## src/hw/rtl/dws_pkg.sv

```systemverilog
`default_nettype none

package dws_pkg;

    // Height word width, Q3.12 at the default
    localparam int HEIGHT_BITS = 16;

    // Depth of the job queue between front and back
    localparam int QUEUE_DEPTH = 2;

    // Q0.16 coefficients
    localparam int COEFF_BITS = 16;
    localparam int ROUND_HALF = 1 << (COEFF_BITS - 1);

    // Configuration register map
    localparam int CFG_INDEX_BITS = 2;
    localparam logic [CFG_INDEX_BITS-1:0] REG_WAVE_COEFF = CFG_INDEX_BITS'(0);
    localparam logic [CFG_INDEX_BITS-1:0] REG_DAMPING    = CFG_INDEX_BITS'(1);

    localparam logic [COEFF_BITS-1:0] WAVE_COEFF_RESET = 16'd19661;
    localparam logic [COEFF_BITS-1:0] DAMPING_RESET    = 16'd65241;

    // Column window fill level
    localparam logic [1:0] SEEN_NONE = 2'd0;
    localparam logic [1:0] SEEN_ONE  = 2'd1;
    localparam logic [1:0] SEEN_MANY = 2'd2;

    // Slots of the job data word, each one height wide
    localparam int FLD_LEFT   = 0;
    localparam int FLD_RIGHT  = 1;
    localparam int FLD_UP     = 2;
    localparam int FLD_DOWN   = 3;
    localparam int FLD_CENTER = 4;
    localparam int FLD_OLD    = 5;
    localparam int FLD_SECOND = 6;
    localparam int FLD_COUNT  = 7;

    // What a job asks of the back end
    typedef struct packed {
        logic first_valid;   // result for the pending center column
        logic first_calc;    // that result needs the stencil update
        logic second_valid;  // row end: pass this column through, row_done set
    } job_flags_t;

    typedef enum logic [2:0] {
        BK_IDLE,
        BK_LAP,
        BK_MUL1,
        BK_MUL2,
        BK_RND,
        BK_FIRST,
        BK_SECOND
    } back_state_t;

endpackage

`default_nettype wire

```

## src/hw/rtl/damped_wave_stencil_step.sv

```systemverilog
// One step of a damped 2D wave equation, five-point stencil, streamed by column.
// Input queue side (push/full): one transfer per column carries the current
// heights of the rows above, at and below the center row, the previous-step
// height at the center cell, edge_row and row_end. Result queue side
// (empty/pop): one cell height per transfer, in column order, row_done on the
// last column of a row. Results lag one column; row_end flushes the pending
// cell and then passes the last column through.
// Config channel (cfg_valid/cfg_ready): index 0 wave_coeff, 1 damping, both
// Q0.16; write only while the block is idle. cfg_ready is always high.
// Sequencing: the back end takes no new job until the current one is loaded. An
// interior cell runs through queue read, laplacian, two multiply steps,
// rounding and result load; a pass-through cell goes from the queue read to
// the result load, and a row end also loads the last column with row_done set.
// Each result load waits until the result register is free (popped or empty).
// A two-entry job queue and the result register let input transfers go on
// while the receiver stalls; full rises once both queue entries are taken.
// Reset clears the column window, the queues and restores coefficient defaults.
`default_nettype none

module damped_wave_stencil_step #(
    parameter int HEIGHT_BITS = dws_pkg::HEIGHT_BITS,
    parameter int QUEUE_DEPTH = dws_pkg::QUEUE_DEPTH
) (
    input  wire logic                                 clk,
    input  wire logic                                 rst_n,
    // input queue side
    input  wire logic                                 push,
    output logic                                      full,
    input  wire logic signed [HEIGHT_BITS-1:0]        up_height,
    input  wire logic signed [HEIGHT_BITS-1:0]        mid_height,
    input  wire logic signed [HEIGHT_BITS-1:0]        down_height,
    input  wire logic signed [HEIGHT_BITS-1:0]        old_height,
    input  wire logic                                 edge_row,
    input  wire logic                                 row_end,
    // result queue side
    output logic                                      empty,
    input  wire logic                                 pop,
    output logic signed [HEIGHT_BITS-1:0]             new_height,
    output logic                                      row_done,
    // configuration writes
    input  wire logic                                 cfg_valid,
    output logic                                      cfg_ready,
    input  wire logic [dws_pkg::CFG_INDEX_BITS-1:0]   cfg_index,
    input  wire logic [dws_pkg::COEFF_BITS-1:0]       cfg_data
);

    localparam int FLAG_W = $bits(dws_pkg::job_flags_t);
    localparam int DATA_W = dws_pkg::FLD_COUNT * HEIGHT_BITS;
    localparam int JOB_W  = FLAG_W + DATA_W;

    logic [dws_pkg::COEFF_BITS-1:0] wave_coeff_reg;
    logic [dws_pkg::COEFF_BITS-1:0] damping_reg;

    // front -> queue
    logic                q_full;
    logic                q_push;
    dws_pkg::job_flags_t push_flags;
    logic [DATA_W-1:0]   push_data;

    // queue -> back
    logic                q_empty;
    logic                q_pop;
    logic [JOB_W-1:0]    pop_job;
    dws_pkg::job_flags_t pop_flags;
    logic [DATA_W-1:0]   pop_data;

    // Coefficient registers; taken at any time, used as given
    assign cfg_ready = 1'b1;

    always_ff @(posedge clk or negedge rst_n)
    begin
        if (!rst_n)
        begin
            wave_coeff_reg <= dws_pkg::WAVE_COEFF_RESET;
            damping_reg    <= dws_pkg::DAMPING_RESET;
        end
        else if (cfg_valid && cfg_ready)
        begin
            unique case (cfg_index)
                dws_pkg::REG_WAVE_COEFF: wave_coeff_reg <= cfg_data;
                dws_pkg::REG_DAMPING:    damping_reg    <= cfg_data;
                default:
                begin
                    // unmapped index: dropped
                end
            endcase
        end
    end

    // Front: column window, turns each column that releases a cell into a job
    dws_front #(
        .HEIGHT_BITS(HEIGHT_BITS)
    ) u_front (
        .clk        (clk),
        .rst_n      (rst_n),
        .push       (push),
        .full       (full),
        .up_height  (up_height),
        .mid_height (mid_height),
        .down_height(down_height),
        .old_height (old_height),
        .edge_row   (edge_row),
        .row_end    (row_end),
        .q_full     (q_full),
        .q_push     (q_push),
        .q_flags    (push_flags),
        .q_data     (push_data)
    );

    // Job queue decouples the window from the arithmetic
    dws_queue #(
        .WIDTH(JOB_W),
        .DEPTH(QUEUE_DEPTH)
    ) u_queue (
        .clk    (clk),
        .rst_n  (rst_n),
        .wr_en  (q_push),
        .wr_data({push_flags, push_data}),
        .q_full (q_full),
        .rd_en  (q_pop),
        .rd_data(pop_job),
        .q_empty(q_empty)
    );

    assign pop_flags = dws_pkg::job_flags_t'(pop_job[JOB_W-1:DATA_W]);
    assign pop_data  = pop_job[DATA_W-1:0];

    // Back: stencil arithmetic sequencer and result register
    dws_back #(
        .HEIGHT_BITS(HEIGHT_BITS)
    ) u_back (
        .clk       (clk),
        .rst_n     (rst_n),
        .q_empty   (q_empty),
        .q_flags   (pop_flags),
        .q_data    (pop_data),
        .q_pop     (q_pop),
        .wave_coeff(wave_coeff_reg),
        .damping   (damping_reg),
        .empty     (empty),
        .pop       (pop),
        .new_height(new_height),
        .row_done  (row_done)
    );

endmodule

`default_nettype wire

```

## src/hw/rtl/dws_queue.sv

```systemverilog
`default_nettype none

module dws_queue #(
    parameter int WIDTH = 8,
    parameter int DEPTH = dws_pkg::QUEUE_DEPTH
) (
    input  wire logic             clk,
    input  wire logic             rst_n,
    input  wire logic             wr_en,
    input  wire logic [WIDTH-1:0] wr_data,
    output logic                  q_full,
    input  wire logic             rd_en,
    output logic      [WIDTH-1:0] rd_data,
    output logic                  q_empty
);

    localparam int PTR_W = (DEPTH > 1) ? $clog2(DEPTH) : 1;
    localparam int CNT_W = $clog2(DEPTH + 1);

    logic [WIDTH-1:0] mem [DEPTH];
    logic [PTR_W-1:0] wr_ptr_reg;
    logic [PTR_W-1:0] rd_ptr_reg;
    logic [CNT_W-1:0] count_reg;
    logic             do_wr;
    logic             do_rd;

    assign q_full  = (count_reg == CNT_W'(DEPTH));
    assign q_empty = (count_reg == '0);
    assign do_wr   = wr_en && !q_full;
    assign do_rd   = rd_en && !q_empty;
    assign rd_data = mem[rd_ptr_reg];

    always_ff @(posedge clk)
    begin
        if (do_wr)
        begin
            mem[wr_ptr_reg] <= wr_data;
        end
    end

    always_ff @(posedge clk or negedge rst_n)
    begin
        if (!rst_n)
        begin
            wr_ptr_reg <= '0;
            rd_ptr_reg <= '0;
            count_reg  <= '0;
        end
        else
        begin
            if (do_wr)
            begin
                wr_ptr_reg <= (wr_ptr_reg == PTR_W'(DEPTH - 1)) ? '0 : PTR_W'(wr_ptr_reg + 1'b1);
            end
            if (do_rd)
            begin
                rd_ptr_reg <= (rd_ptr_reg == PTR_W'(DEPTH - 1)) ? '0 : PTR_W'(rd_ptr_reg + 1'b1);
            end
            if (do_wr && !do_rd)
            begin
                count_reg <= CNT_W'(count_reg + 1'b1);
            end
            else if (do_rd && !do_wr)
            begin
                count_reg <= CNT_W'(count_reg - 1'b1);
            end
        end
    end

endmodule

`default_nettype wire

```

## src/hw/rtl/dws_front.sv

```systemverilog
`default_nettype none

module dws_front #(
    parameter int HEIGHT_BITS = dws_pkg::HEIGHT_BITS
) (
    input  wire logic                          clk,
    input  wire logic                          rst_n,
    input  wire logic                          push,
    output logic                               full,
    input  wire logic signed [HEIGHT_BITS-1:0] up_height,
    input  wire logic signed [HEIGHT_BITS-1:0] mid_height,
    input  wire logic signed [HEIGHT_BITS-1:0] down_height,
    input  wire logic signed [HEIGHT_BITS-1:0] old_height,
    input  wire logic                          edge_row,
    input  wire logic                          row_end,
    input  wire logic                          q_full,
    output logic                               q_push,
    output dws_pkg::job_flags_t                q_flags,
    output logic [dws_pkg::FLD_COUNT*HEIGHT_BITS-1:0] q_data
);

    localparam int H = HEIGHT_BITS;

    logic signed [H-1:0] mid_left_reg;
    logic signed [H-1:0] mid_center_reg;
    logic signed [H-1:0] up_center_reg;
    logic signed [H-1:0] down_center_reg;
    logic signed [H-1:0] old_center_reg;
    logic                edge_center_reg;
    logic [1:0]          columns_seen_reg;
    logic                accept;

    assign full   = q_full;
    assign accept = push && !q_full;

    always_comb
    begin
        q_flags.first_valid  = (columns_seen_reg != dws_pkg::SEEN_NONE);
        q_flags.first_calc   = (columns_seen_reg == dws_pkg::SEEN_MANY) && !edge_center_reg;
        q_flags.second_valid = row_end;
    end

    // only items that give at least one result go on the queue
    assign q_push = accept && (q_flags.first_valid || q_flags.second_valid);

    always_comb
    begin
        q_data[dws_pkg::FLD_LEFT*H   +: H] = mid_left_reg;
        q_data[dws_pkg::FLD_RIGHT*H  +: H] = mid_height;
        q_data[dws_pkg::FLD_UP*H     +: H] = up_center_reg;
        q_data[dws_pkg::FLD_DOWN*H   +: H] = down_center_reg;
        q_data[dws_pkg::FLD_CENTER*H +: H] = mid_center_reg;
        q_data[dws_pkg::FLD_OLD*H    +: H] = old_center_reg;
        q_data[dws_pkg::FLD_SECOND*H +: H] = old_height;
    end

    always_ff @(posedge clk or negedge rst_n)
    begin
        if (!rst_n)
        begin
            mid_left_reg     <= '0;
            mid_center_reg   <= '0;
            up_center_reg    <= '0;
            down_center_reg  <= '0;
            old_center_reg   <= '0;
            edge_center_reg  <= 1'b0;
            columns_seen_reg <= dws_pkg::SEEN_NONE;
        end
        else if (accept)
        begin
            mid_left_reg    <= mid_center_reg;
            mid_center_reg  <= mid_height;
            up_center_reg   <= up_height;
            down_center_reg <= down_height;
            old_center_reg  <= old_height;
            edge_center_reg <= edge_row;
            if (row_end)
            begin
                columns_seen_reg <= dws_pkg::SEEN_NONE;
            end
            else if (columns_seen_reg == dws_pkg::SEEN_MANY)
            begin
                columns_seen_reg <= dws_pkg::SEEN_MANY;
            end
            else
            begin
                columns_seen_reg <= 2'(columns_seen_reg + 2'd1);
            end
        end
    end

endmodule

`default_nettype wire

```

## src/hw/rtl/dws_back.sv

```systemverilog
`default_nettype none

module dws_back #(
    parameter int HEIGHT_BITS = dws_pkg::HEIGHT_BITS
) (
    input  wire logic                                    clk,
    input  wire logic                                    rst_n,
    input  wire logic                                    q_empty,
    input  wire dws_pkg::job_flags_t                     q_flags,
    input  wire logic [dws_pkg::FLD_COUNT*HEIGHT_BITS-1:0] q_data,
    output logic                                         q_pop,
    input  wire logic [dws_pkg::COEFF_BITS-1:0]          wave_coeff,
    input  wire logic [dws_pkg::COEFF_BITS-1:0]          damping,
    output logic                                         empty,
    input  wire logic                                    pop,
    output logic signed [HEIGHT_BITS-1:0]                new_height,
    output logic                                         row_done
);

    localparam int H     = HEIGHT_BITS;
    localparam int CB    = dws_pkg::COEFF_BITS;
    localparam int LAP_W = H + 3;
    localparam int BAS_W = H + 2;
    localparam int P1_W  = LAP_W + CB + 1;
    localparam int R1_W  = P1_W - CB;
    localparam int IN_W  = R1_W + 1;
    localparam int P2_W  = IN_W + CB + 1;
    localparam int R2_W  = P2_W - CB;

    dws_pkg::back_state_t state_reg;
    dws_pkg::back_state_t state_next;
    dws_pkg::job_flags_t  flags_reg;

    logic [dws_pkg::FLD_COUNT*H-1:0] data_reg;
    logic signed [LAP_W-1:0] lap_reg;
    logic signed [BAS_W-1:0] base_reg;
    logic signed [P1_W-1:0]  p1_reg;
    logic signed [P2_W-1:0]  p2_reg;
    logic signed [H-1:0]     res_reg;
    logic                    out_valid_reg;
    logic signed [H-1:0]     out_height_reg;
    logic                    out_done_reg;

    logic signed [H-1:0]     f_left;
    logic signed [H-1:0]     f_right;
    logic signed [H-1:0]     f_up;
    logic signed [H-1:0]     f_down;
    logic signed [H-1:0]     f_center;
    logic signed [H-1:0]     f_old;
    logic signed [H-1:0]     f_second;
    logic signed [LAP_W-1:0] lap;
    logic signed [BAS_W-1:0] base;
    logic signed [P1_W-1:0]  p1;
    logic signed [P1_W-1:0]  t1;
    logic signed [R1_W-1:0]  r1;
    logic signed [IN_W-1:0]  inner;
    logic signed [P2_W-1:0]  p2;
    logic signed [P2_W-1:0]  t2;
    logic signed [R2_W-1:0]  r2;
    logic                    r2_fits;
    logic signed [H-1:0]     sat;
    logic                    out_free;
    logic                    load_first;
    logic                    load_second;

    assign f_left   = $signed(data_reg[dws_pkg::FLD_LEFT*H   +: H]);
    assign f_right  = $signed(data_reg[dws_pkg::FLD_RIGHT*H  +: H]);
    assign f_up     = $signed(data_reg[dws_pkg::FLD_UP*H     +: H]);
    assign f_down   = $signed(data_reg[dws_pkg::FLD_DOWN*H   +: H]);
    assign f_center = $signed(data_reg[dws_pkg::FLD_CENTER*H +: H]);
    assign f_old    = $signed(data_reg[dws_pkg::FLD_OLD*H    +: H]);
    assign f_second = $signed(data_reg[dws_pkg::FLD_SECOND*H +: H]);

    // laplacian and 2c - old, exact
    assign lap  = LAP_W'(f_left) + LAP_W'(f_right) + LAP_W'(f_up) + LAP_W'(f_down)
                - (LAP_W'(f_center) <<< 2);
    assign base = (BAS_W'(f_center) <<< 1) - BAS_W'(f_old);

    assign p1 = P1_W'(lap_reg) * P1_W'($signed({1'b0, wave_coeff}));

    // round to nearest, ties up: add half, floor
    assign t1    = p1_reg + P1_W'(dws_pkg::ROUND_HALF);
    assign r1    = $signed(t1[P1_W-1:CB]);
    assign inner = IN_W'(base_reg) + IN_W'(r1);
    assign p2    = P2_W'(inner) * P2_W'($signed({1'b0, damping}));

    assign t2      = p2_reg + P2_W'(dws_pkg::ROUND_HALF);
    assign r2      = $signed(t2[P2_W-1:CB]);
    assign r2_fits = (r2[R2_W-1:H-1] == '0) || (r2[R2_W-1:H-1] == '1);
    assign sat     = r2_fits ? r2[H-1:0]
                   : (r2[R2_W-1] ? {1'b1, {(H-1){1'b0}}} : {1'b0, {(H-1){1'b1}}});

    assign out_free = !out_valid_reg || pop;

    always_comb
    begin
        state_next = state_reg;
        unique case (state_reg)
            dws_pkg::BK_IDLE:
            begin
                if (!q_empty)
                begin
                    if (!q_flags.first_valid)
                    begin
                        state_next = dws_pkg::BK_SECOND;
                    end
                    else if (q_flags.first_calc)
                    begin
                        state_next = dws_pkg::BK_LAP;
                    end
                    else
                    begin
                        state_next = dws_pkg::BK_FIRST;
                    end
                end
            end
            dws_pkg::BK_LAP:  state_next = dws_pkg::BK_MUL1;
            dws_pkg::BK_MUL1: state_next = dws_pkg::BK_MUL2;
            dws_pkg::BK_MUL2: state_next = dws_pkg::BK_RND;
            dws_pkg::BK_RND:  state_next = dws_pkg::BK_FIRST;
            dws_pkg::BK_FIRST:
            begin
                if (out_free)
                begin
                    state_next = flags_reg.second_valid ? dws_pkg::BK_SECOND : dws_pkg::BK_IDLE;
                end
            end
            dws_pkg::BK_SECOND:
            begin
                if (out_free)
                begin
                    state_next = dws_pkg::BK_IDLE;
                end
            end
            default: state_next = dws_pkg::BK_IDLE;
        endcase
    end

    always_comb
    begin
        q_pop       = 1'b0;
        load_first  = 1'b0;
        load_second = 1'b0;
        unique case (state_reg)
            dws_pkg::BK_IDLE:   q_pop       = !q_empty;
            dws_pkg::BK_FIRST:  load_first  = out_free;
            dws_pkg::BK_SECOND: load_second = out_free;
            default:
            begin
                q_pop = 1'b0;
            end
        endcase
    end

    always_ff @(posedge clk or negedge rst_n)
    begin
        if (!rst_n)
        begin
            state_reg     <= dws_pkg::BK_IDLE;
            out_valid_reg <= 1'b0;
        end
        else
        begin
            state_reg <= state_next;
            if (load_first || load_second)
            begin
                out_valid_reg <= 1'b1;
            end
            else if (pop)
            begin
                out_valid_reg <= 1'b0;
            end
        end
    end

    // datapath, no reset
    always_ff @(posedge clk)
    begin
        lap_reg  <= lap;
        base_reg <= base;
        p1_reg   <= p1;
        p2_reg   <= p2;
        if (q_pop)
        begin
            flags_reg <= q_flags;
            data_reg  <= q_data;
            res_reg   <= $signed(q_data[dws_pkg::FLD_OLD*H +: H]);
        end
        else if (state_reg == dws_pkg::BK_RND)
        begin
            res_reg <= sat;
        end
        if (load_first)
        begin
            out_height_reg <= res_reg;
            out_done_reg   <= 1'b0;
        end
        else if (load_second)
        begin
            out_height_reg <= f_second;
            out_done_reg   <= 1'b1;
        end
    end

    assign empty      = !out_valid_reg;
    assign new_height = out_height_reg;
    assign row_done   = out_done_reg;

endmodule

`default_nettype wire

```

## config.mk

```make
export PLATFORM = sky130hd
export DESIGN_NAME = damped_wave_stencil_step
export DESIGN_NICKNAME = d
export VERILOG_FILES = /design/src/hw/rtl/dws_pkg.sv /design/src/hw/rtl/damped_wave_stencil_step.sv /design/src/hw/rtl/dws_queue.sv /design/src/hw/rtl/dws_front.sv /design/src/hw/rtl/dws_back.sv
export SDC_FILE = /design/constraint.sdc
export NUM_CORES = 2
export LEC_CHECK = 0
export ABC_AREA = 1
export BUFFER_PORTS_ARGS = -buffer_cell sky130_fd_sc_hd__buf_4
export CAP_MARGIN = 20
export CORE_ASPECT_RATIO = 0.75
export CORE_MARGIN = 8
export CORE_UTILIZATION = 28
export DETAILED_ROUTE_END_ITERATION = 12
export GPL_TIMING_DRIVEN = 0
export PLACE_DENSITY = 0.52
export SYNTH_ARGS = -nofsm -noshare
export SYNTH_HDL_FRONTEND = slang
export SYNTH_HIERARCHICAL = 1
export SYNTH_SLANG_ARGS = --single-unit
```

## constraint.sdc

```tcl
create_clock -name clk -period 8.6 [get_ports clk]
set_input_delay 1.72 -clock clk [delete_from_list [all_inputs] [get_ports clk]]
set_output_delay 1.72 -clock clk [all_outputs]
set_load 0.005 [all_outputs]
```

Word level (Yosys, flattened, before mapping)
Memories as Yosys holds them, arrays and structs flattened. Cells that the tools add are included. Widths: inputs -> output; s select.

Bits in latches: 0. ROM bits: 0. Bits of input ports: 89. Register bits after elaboration: 380. Memories: 1. Memory bits (writable): 230.

Memory list: u_queue.mem (words 2, width 115, rd ports 1, clocked after memory_dff 0, write ports 1, RTL line dws_queue.sv:20) `logic [WIDTH-1:0] mem [DEPTH];`.

Add/sub/neg operators: 13. Divide/modulo/power cells: 0. Equal/unequal tests: 13. Multiplexer cells: 26. Shift operators: 0. Reductions and logical operators: 29. Multipliers: 2. Bitwise logic cells: 0. Order comparisons: 0.

Operators with widths (count): $mux 16 (6); $add 38x17->38 const B (1); $mul 21x17->38 (1); $add 36x17->36 const B (1); $mul 19x17->36 (1); $add 18x20->21 (1); $pmux 3 s7 (1); $add 19x16->19 (1); $sub 19x18->19 (1); $add 17x16->18 (1); $mux 3 (6); $sub 17x16->18 (1); $add 16x16->17 (1); $reduce_bool 2->1 (5); $eq 3x3->1 const B (3); $mux 1 (9); $mux 2 (4); $eq 7x7->1 const B (1); $logic_and 1x1->1 (7); $logic_not 7->1 (1); $eq 3x2->1 const B (2); $logic_not 1->1 (6); $add 2x1->2 const B (2); $eq 2x2->1 const B (2); other kinds (11) (18).

Logic depth before layout (Yosys ltp)
Word-level depth: 9. Mapped depth: 42. Gate-level depth less buffers: 42.

By module
The synthesis kept the hierarchy.

Modules (own cells, without submodules): dws_back (cells each 4276, sequential area each 6095.8 µm², area an instance 36277.3 µm², times used 1); dws_queue (cells each 632, sequential area each 7006.7 µm², area an instance 8604.5 µm², times used 1); dws_front (cells each 399, sequential area each 2077.0 µm², area an instance 3452.1 µm², times used 1); damped_wave_stencil_step (cells each 144, sequential area each 825.8 µm², area an instance 1385.1 µm², times used 1).

Worst setup path after synthesis
Ideal clock, no wire load.

Kind: reg2reg. Start: register u_back.p1_reg[15]. End: register u_back.p2_reg[37]. Cell stages (with the launch flop): 40. Path slack: 628 ps. Clock period less this slack: 7972 ps. Arrival: 7858 ps. Cells stage by stage: dfxtp_1 > ha_1 > nand2_1 > nor2_1 > nand3_1 > nor3_1 > nand3_1 > xnor2_1 > ha_1 > inv_1 > o21bai_1 > nand2_1 > a21oi_1 > a211oi_1 > nand2_1 > nand2_1 > nand2_1 > nor2_1 > (+4 left out) > clkbuf_1 > xor2_1 > ha_1 > inv_1 > fa_1 > inv_1 > fa_1 > inv_1 > fa_1 > inv_1 > ha_1 > nand2_1 > nor2_1 > inv_1 > nor3_1 > o21ai_0 > nand4_1 > nand2_1.

Longest elaborated chain between the ends: 3.

RTL lines: from (decl) (RTL line dws_back.sv:37) `logic signed [P1_W-1:0] p1_reg;`; from (signal assigned) (RTL line dws_back.sv:181) `p1_reg <= p1;`; $add 36x17->36 (RTL line dws_back.sv:82) `assign t1 = p1_reg + P1_W'(dws_pkg::ROUND_HALF);`; $add 18x20->21 (RTL line dws_back.sv:84) `assign inner = IN_W'(base_reg) + IN_W'(r1);`; $mul 21x17->38 (RTL line dws_back.sv:85) `assign p2 = P2_W'(inner) * P2_W'($signed({1'b0, damping}));`; via u_back.p2[37] (RTL line dws_back.sv:57) `logic signed [P2_W-1:0] p2;`; to (signal assigned) (RTL line dws_back.sv:182) `p2_reg <= p2;`; to (decl) (RTL line dws_back.sv:38) `logic signed [P2_W-1:0] p2_reg;`.

The timed path passes the listed nets, and every way through them passes these cells. A chain may end at the register's enable or synchronous reset.

Final worst setup path
Start: register u_back.p1_reg[23]. End: register u_back.p2_reg[37].

Same word-level chain as after synthesis.

==> out/metrics.csv <==
metric,value,unit
outcome,completed,
count of hold-fix buffers inserted at cts,0,
Cell variety after synth,59,
DR vias,35500,
R2R setup slack,270,ps
Mapped Area,49700,um2
die area,191000,um2
TritonCTS clock tree,built,
I/O pin count,109,
Post-synth top flop,edfxtp_1,
worst path required time,9110,ps
share of layout cells above drive strength 1,8.34,%
Syn Inst Count,5451,
crit end category,flip-flop,
achievable frequency,120,MHz
die height,381,um
DRT Pass-1 Iters,6,
Post-Syn Nets,6473,
register area share after synthesis,32.2,%
YS warnings,6,
"FFs w/ async S/R, synth",21.2,%
worst skew pair latency,630,ps
Startpoint Class,flip-flop,
Synth top cells by count,"1521 x nand2_1, 1155 x inv_1, 685 x fa_1, 375 x edfxtp_1, 308 x nor2_1",
clock buffer depth,3,
final hold violation count,0,
die width,503,um
DRC viols,0,
CTS sink cnt,580,
grt ovf,0,
#FFs+latches synth,580,
H-tree depth,2,
relative slew slack,24.7,%
Final min period,8330,ps
max reg flops,230,
cell taking the most area after synthesis,fa_1,
Fill cells,18500,
"count leader, synth",nand2_1,
Max Cap Violations,0,
overall global routing resource usage,15.0,%
first-pass GRT wire length,225,mm
"Setup violations, final",0,
Hold Crit Class,reg2reg,
core area,177000,um2
fin. max-slew vios,0,
post-route ant nets,0,
crit share post-route,96.8,%
WHS,465,ps
Yosys top cell area share,27.6,%
Clock transition at path regs,60,ps
TNS Setup,0,ps
Nets,6661,
CTS Buf Count,55,
number of enable flip-flop cells after synthesis,375,
Mapped Avg Cell Area,9.12,um2
CP Max Fanout,9,
largest net degree at the start of global routing,80,
final WL,143,mm
vias in the first global route,37100,
starting density of the core,28.1,%
dpl hpwl,117,mm
initial antenna violation count,2,
synth top area cells,"fa_1 28%, edfxtp_1 23%, nand2_1 11%, inv_1 8.7%, ha_1 6.2%",
Placer Congestion,0.941,
Vias/cell,4.40,
# port buffers,105,
Crit-path slowest cell,fa_2,
Clock Skews,31.5,ps
Worst Path Arrival,8830,ps
most frequent cell on the critical path,inv_1,
wire length per cell,17.7,um
Worst path max stage delay,620,ps
Crit Path Category,reg2reg,
Syn-to-layout area delta,13.0,%
RSZ-0062 raised after global routing,yes,
site row count,134,
Initial DRC Count,2678,
worst-margin pin slew,1120,ps
clk root buf,clkbuf_16,
==> kinds of logic after synthesis <==
logic type	synth area share (%)
simple gates	17.2
buf+inv	11.0
fa+ha+maj	33.8
flops	32.2
compound gates	3.44
xor+xnor	2.32
other cells	0.00754
==> worst paths after layout <==
path / from / to / cells after the start
setup / recovery: u_back/p1_reg[23]$_DFF_P_ / u_back/p2_reg[37]$_DFF_P_ / 35
hold / removal: wave_coeff_reg[14]$_DFFE_PN1P_ / wave_coeff_reg[14]$_DFFE_PN1P_ / 2
hold reg to reg: wave_coeff_reg[14]$_DFFE_PN1P_ / wave_coeff_reg[14]$_DFFE_PN1P_ / 2
setup reg to reg: u_back/p1_reg[23]$_DFF_P_ / u_back/p2_reg[37]$_DFF_P_ / 35
max in group asynchronous: rst_n / damping_reg[0]$_DFFE_PN1P_ / 2
min in group asynchronous: rst_n / u_back/out_valid_reg$_DFFE_PN0P_ / 1
==> cell usage in the layout, fill, tap and decap left out, types with 7 or more instances in the layout <==
master,n
nand2_1,1505
inv_1,1151
fa_1,678
edfxtp_1,375
nor2_1,298
ha_1,236
nand3_1,184
buf_4,172
a21oi_1,139
clkbuf_1,105
dfrtp_1,103
dfxtp_1,81
xor2_1,79
o21ai_0,76
clkbuf_16,55
xnor2_1,46
nand4_1,37
buf_2,30
or2_2,22
dfstp_2,20
a21o_1,16
nand2_2,14
a31oi_1,13
clkinv_1,12
ha_2,12
buf_6,11
o21bai_1,11
nor3_1,10
clkbuf_2,10
clkbuf_8,9
nor4_1,9
nor2_2,8
nand3_2,8
o21ai_1,7
fa_2,7
buf_12,7
==> worst max-delay path: cells and delay by family, from the launching register on <==
kind / cells / cell delay, ps
fa+ha+maj: 8 / 4150
simple gates: 12 / 1580
xor+xnor: 1 / 160
flops: 1 / 400
buf+inv: 9 / 900
compound gates: 5 / 1010
==> per-layer routing <==
layer | GRT usage [%] | up-vias | wire length (um)
li1 | - | 16800 | -
met1 | 23.6 | 17500 | 72000
met2 | 21.1 | 1092 | 57000
met3 | 3.20 | 144 | 11600
met4 | 2.57 | 0 | 2510
met5 | 0 | - | 0
==> final cells by class <==
class | count | area [um2] | share of cell area (%)
Antenna cell | 2 | 5.00 | 0.00891
Tap cell | 2380 | 2980 | 5.30
Timing Repair Buffer | 133 | 1170 | 2.08
Sequential cell | 580 | 16000 | 28.5
Clock inverter | 33 | 354 | 0.630
Inverter | 1163 | 4380 | 7.80
Clock buffer | 70 | 1520 | 2.71
Multi-Input combinational cell | 3498 | 28600 | 51.0
Buffer | 208 | 1120 | 2.00
==> timing repair <==
action                     4_1_cts  5_1_grt
buffers inserted                 9        8
gates cloned                     0        0
gates resized for setup         32       99
setup endpoints to repair       19       23
pin swaps                        6        8
==> metrics by stage <==
step	util [%]	instance area, um2	setup WS, ps	std cells
floorplan	-	49700	628	5451
global placement	30.2	53500	-3170	7936
detailed placement	30.3	53800	-1080	7947
CTS	31.5	55800	12.2	8059
global route	31.7	56200	-133	8065
finish	31.7	56200	275	8067
Power is not shown: default switching activity piles up to over one toggle a cycle in this logic, so the estimate is an artifact.
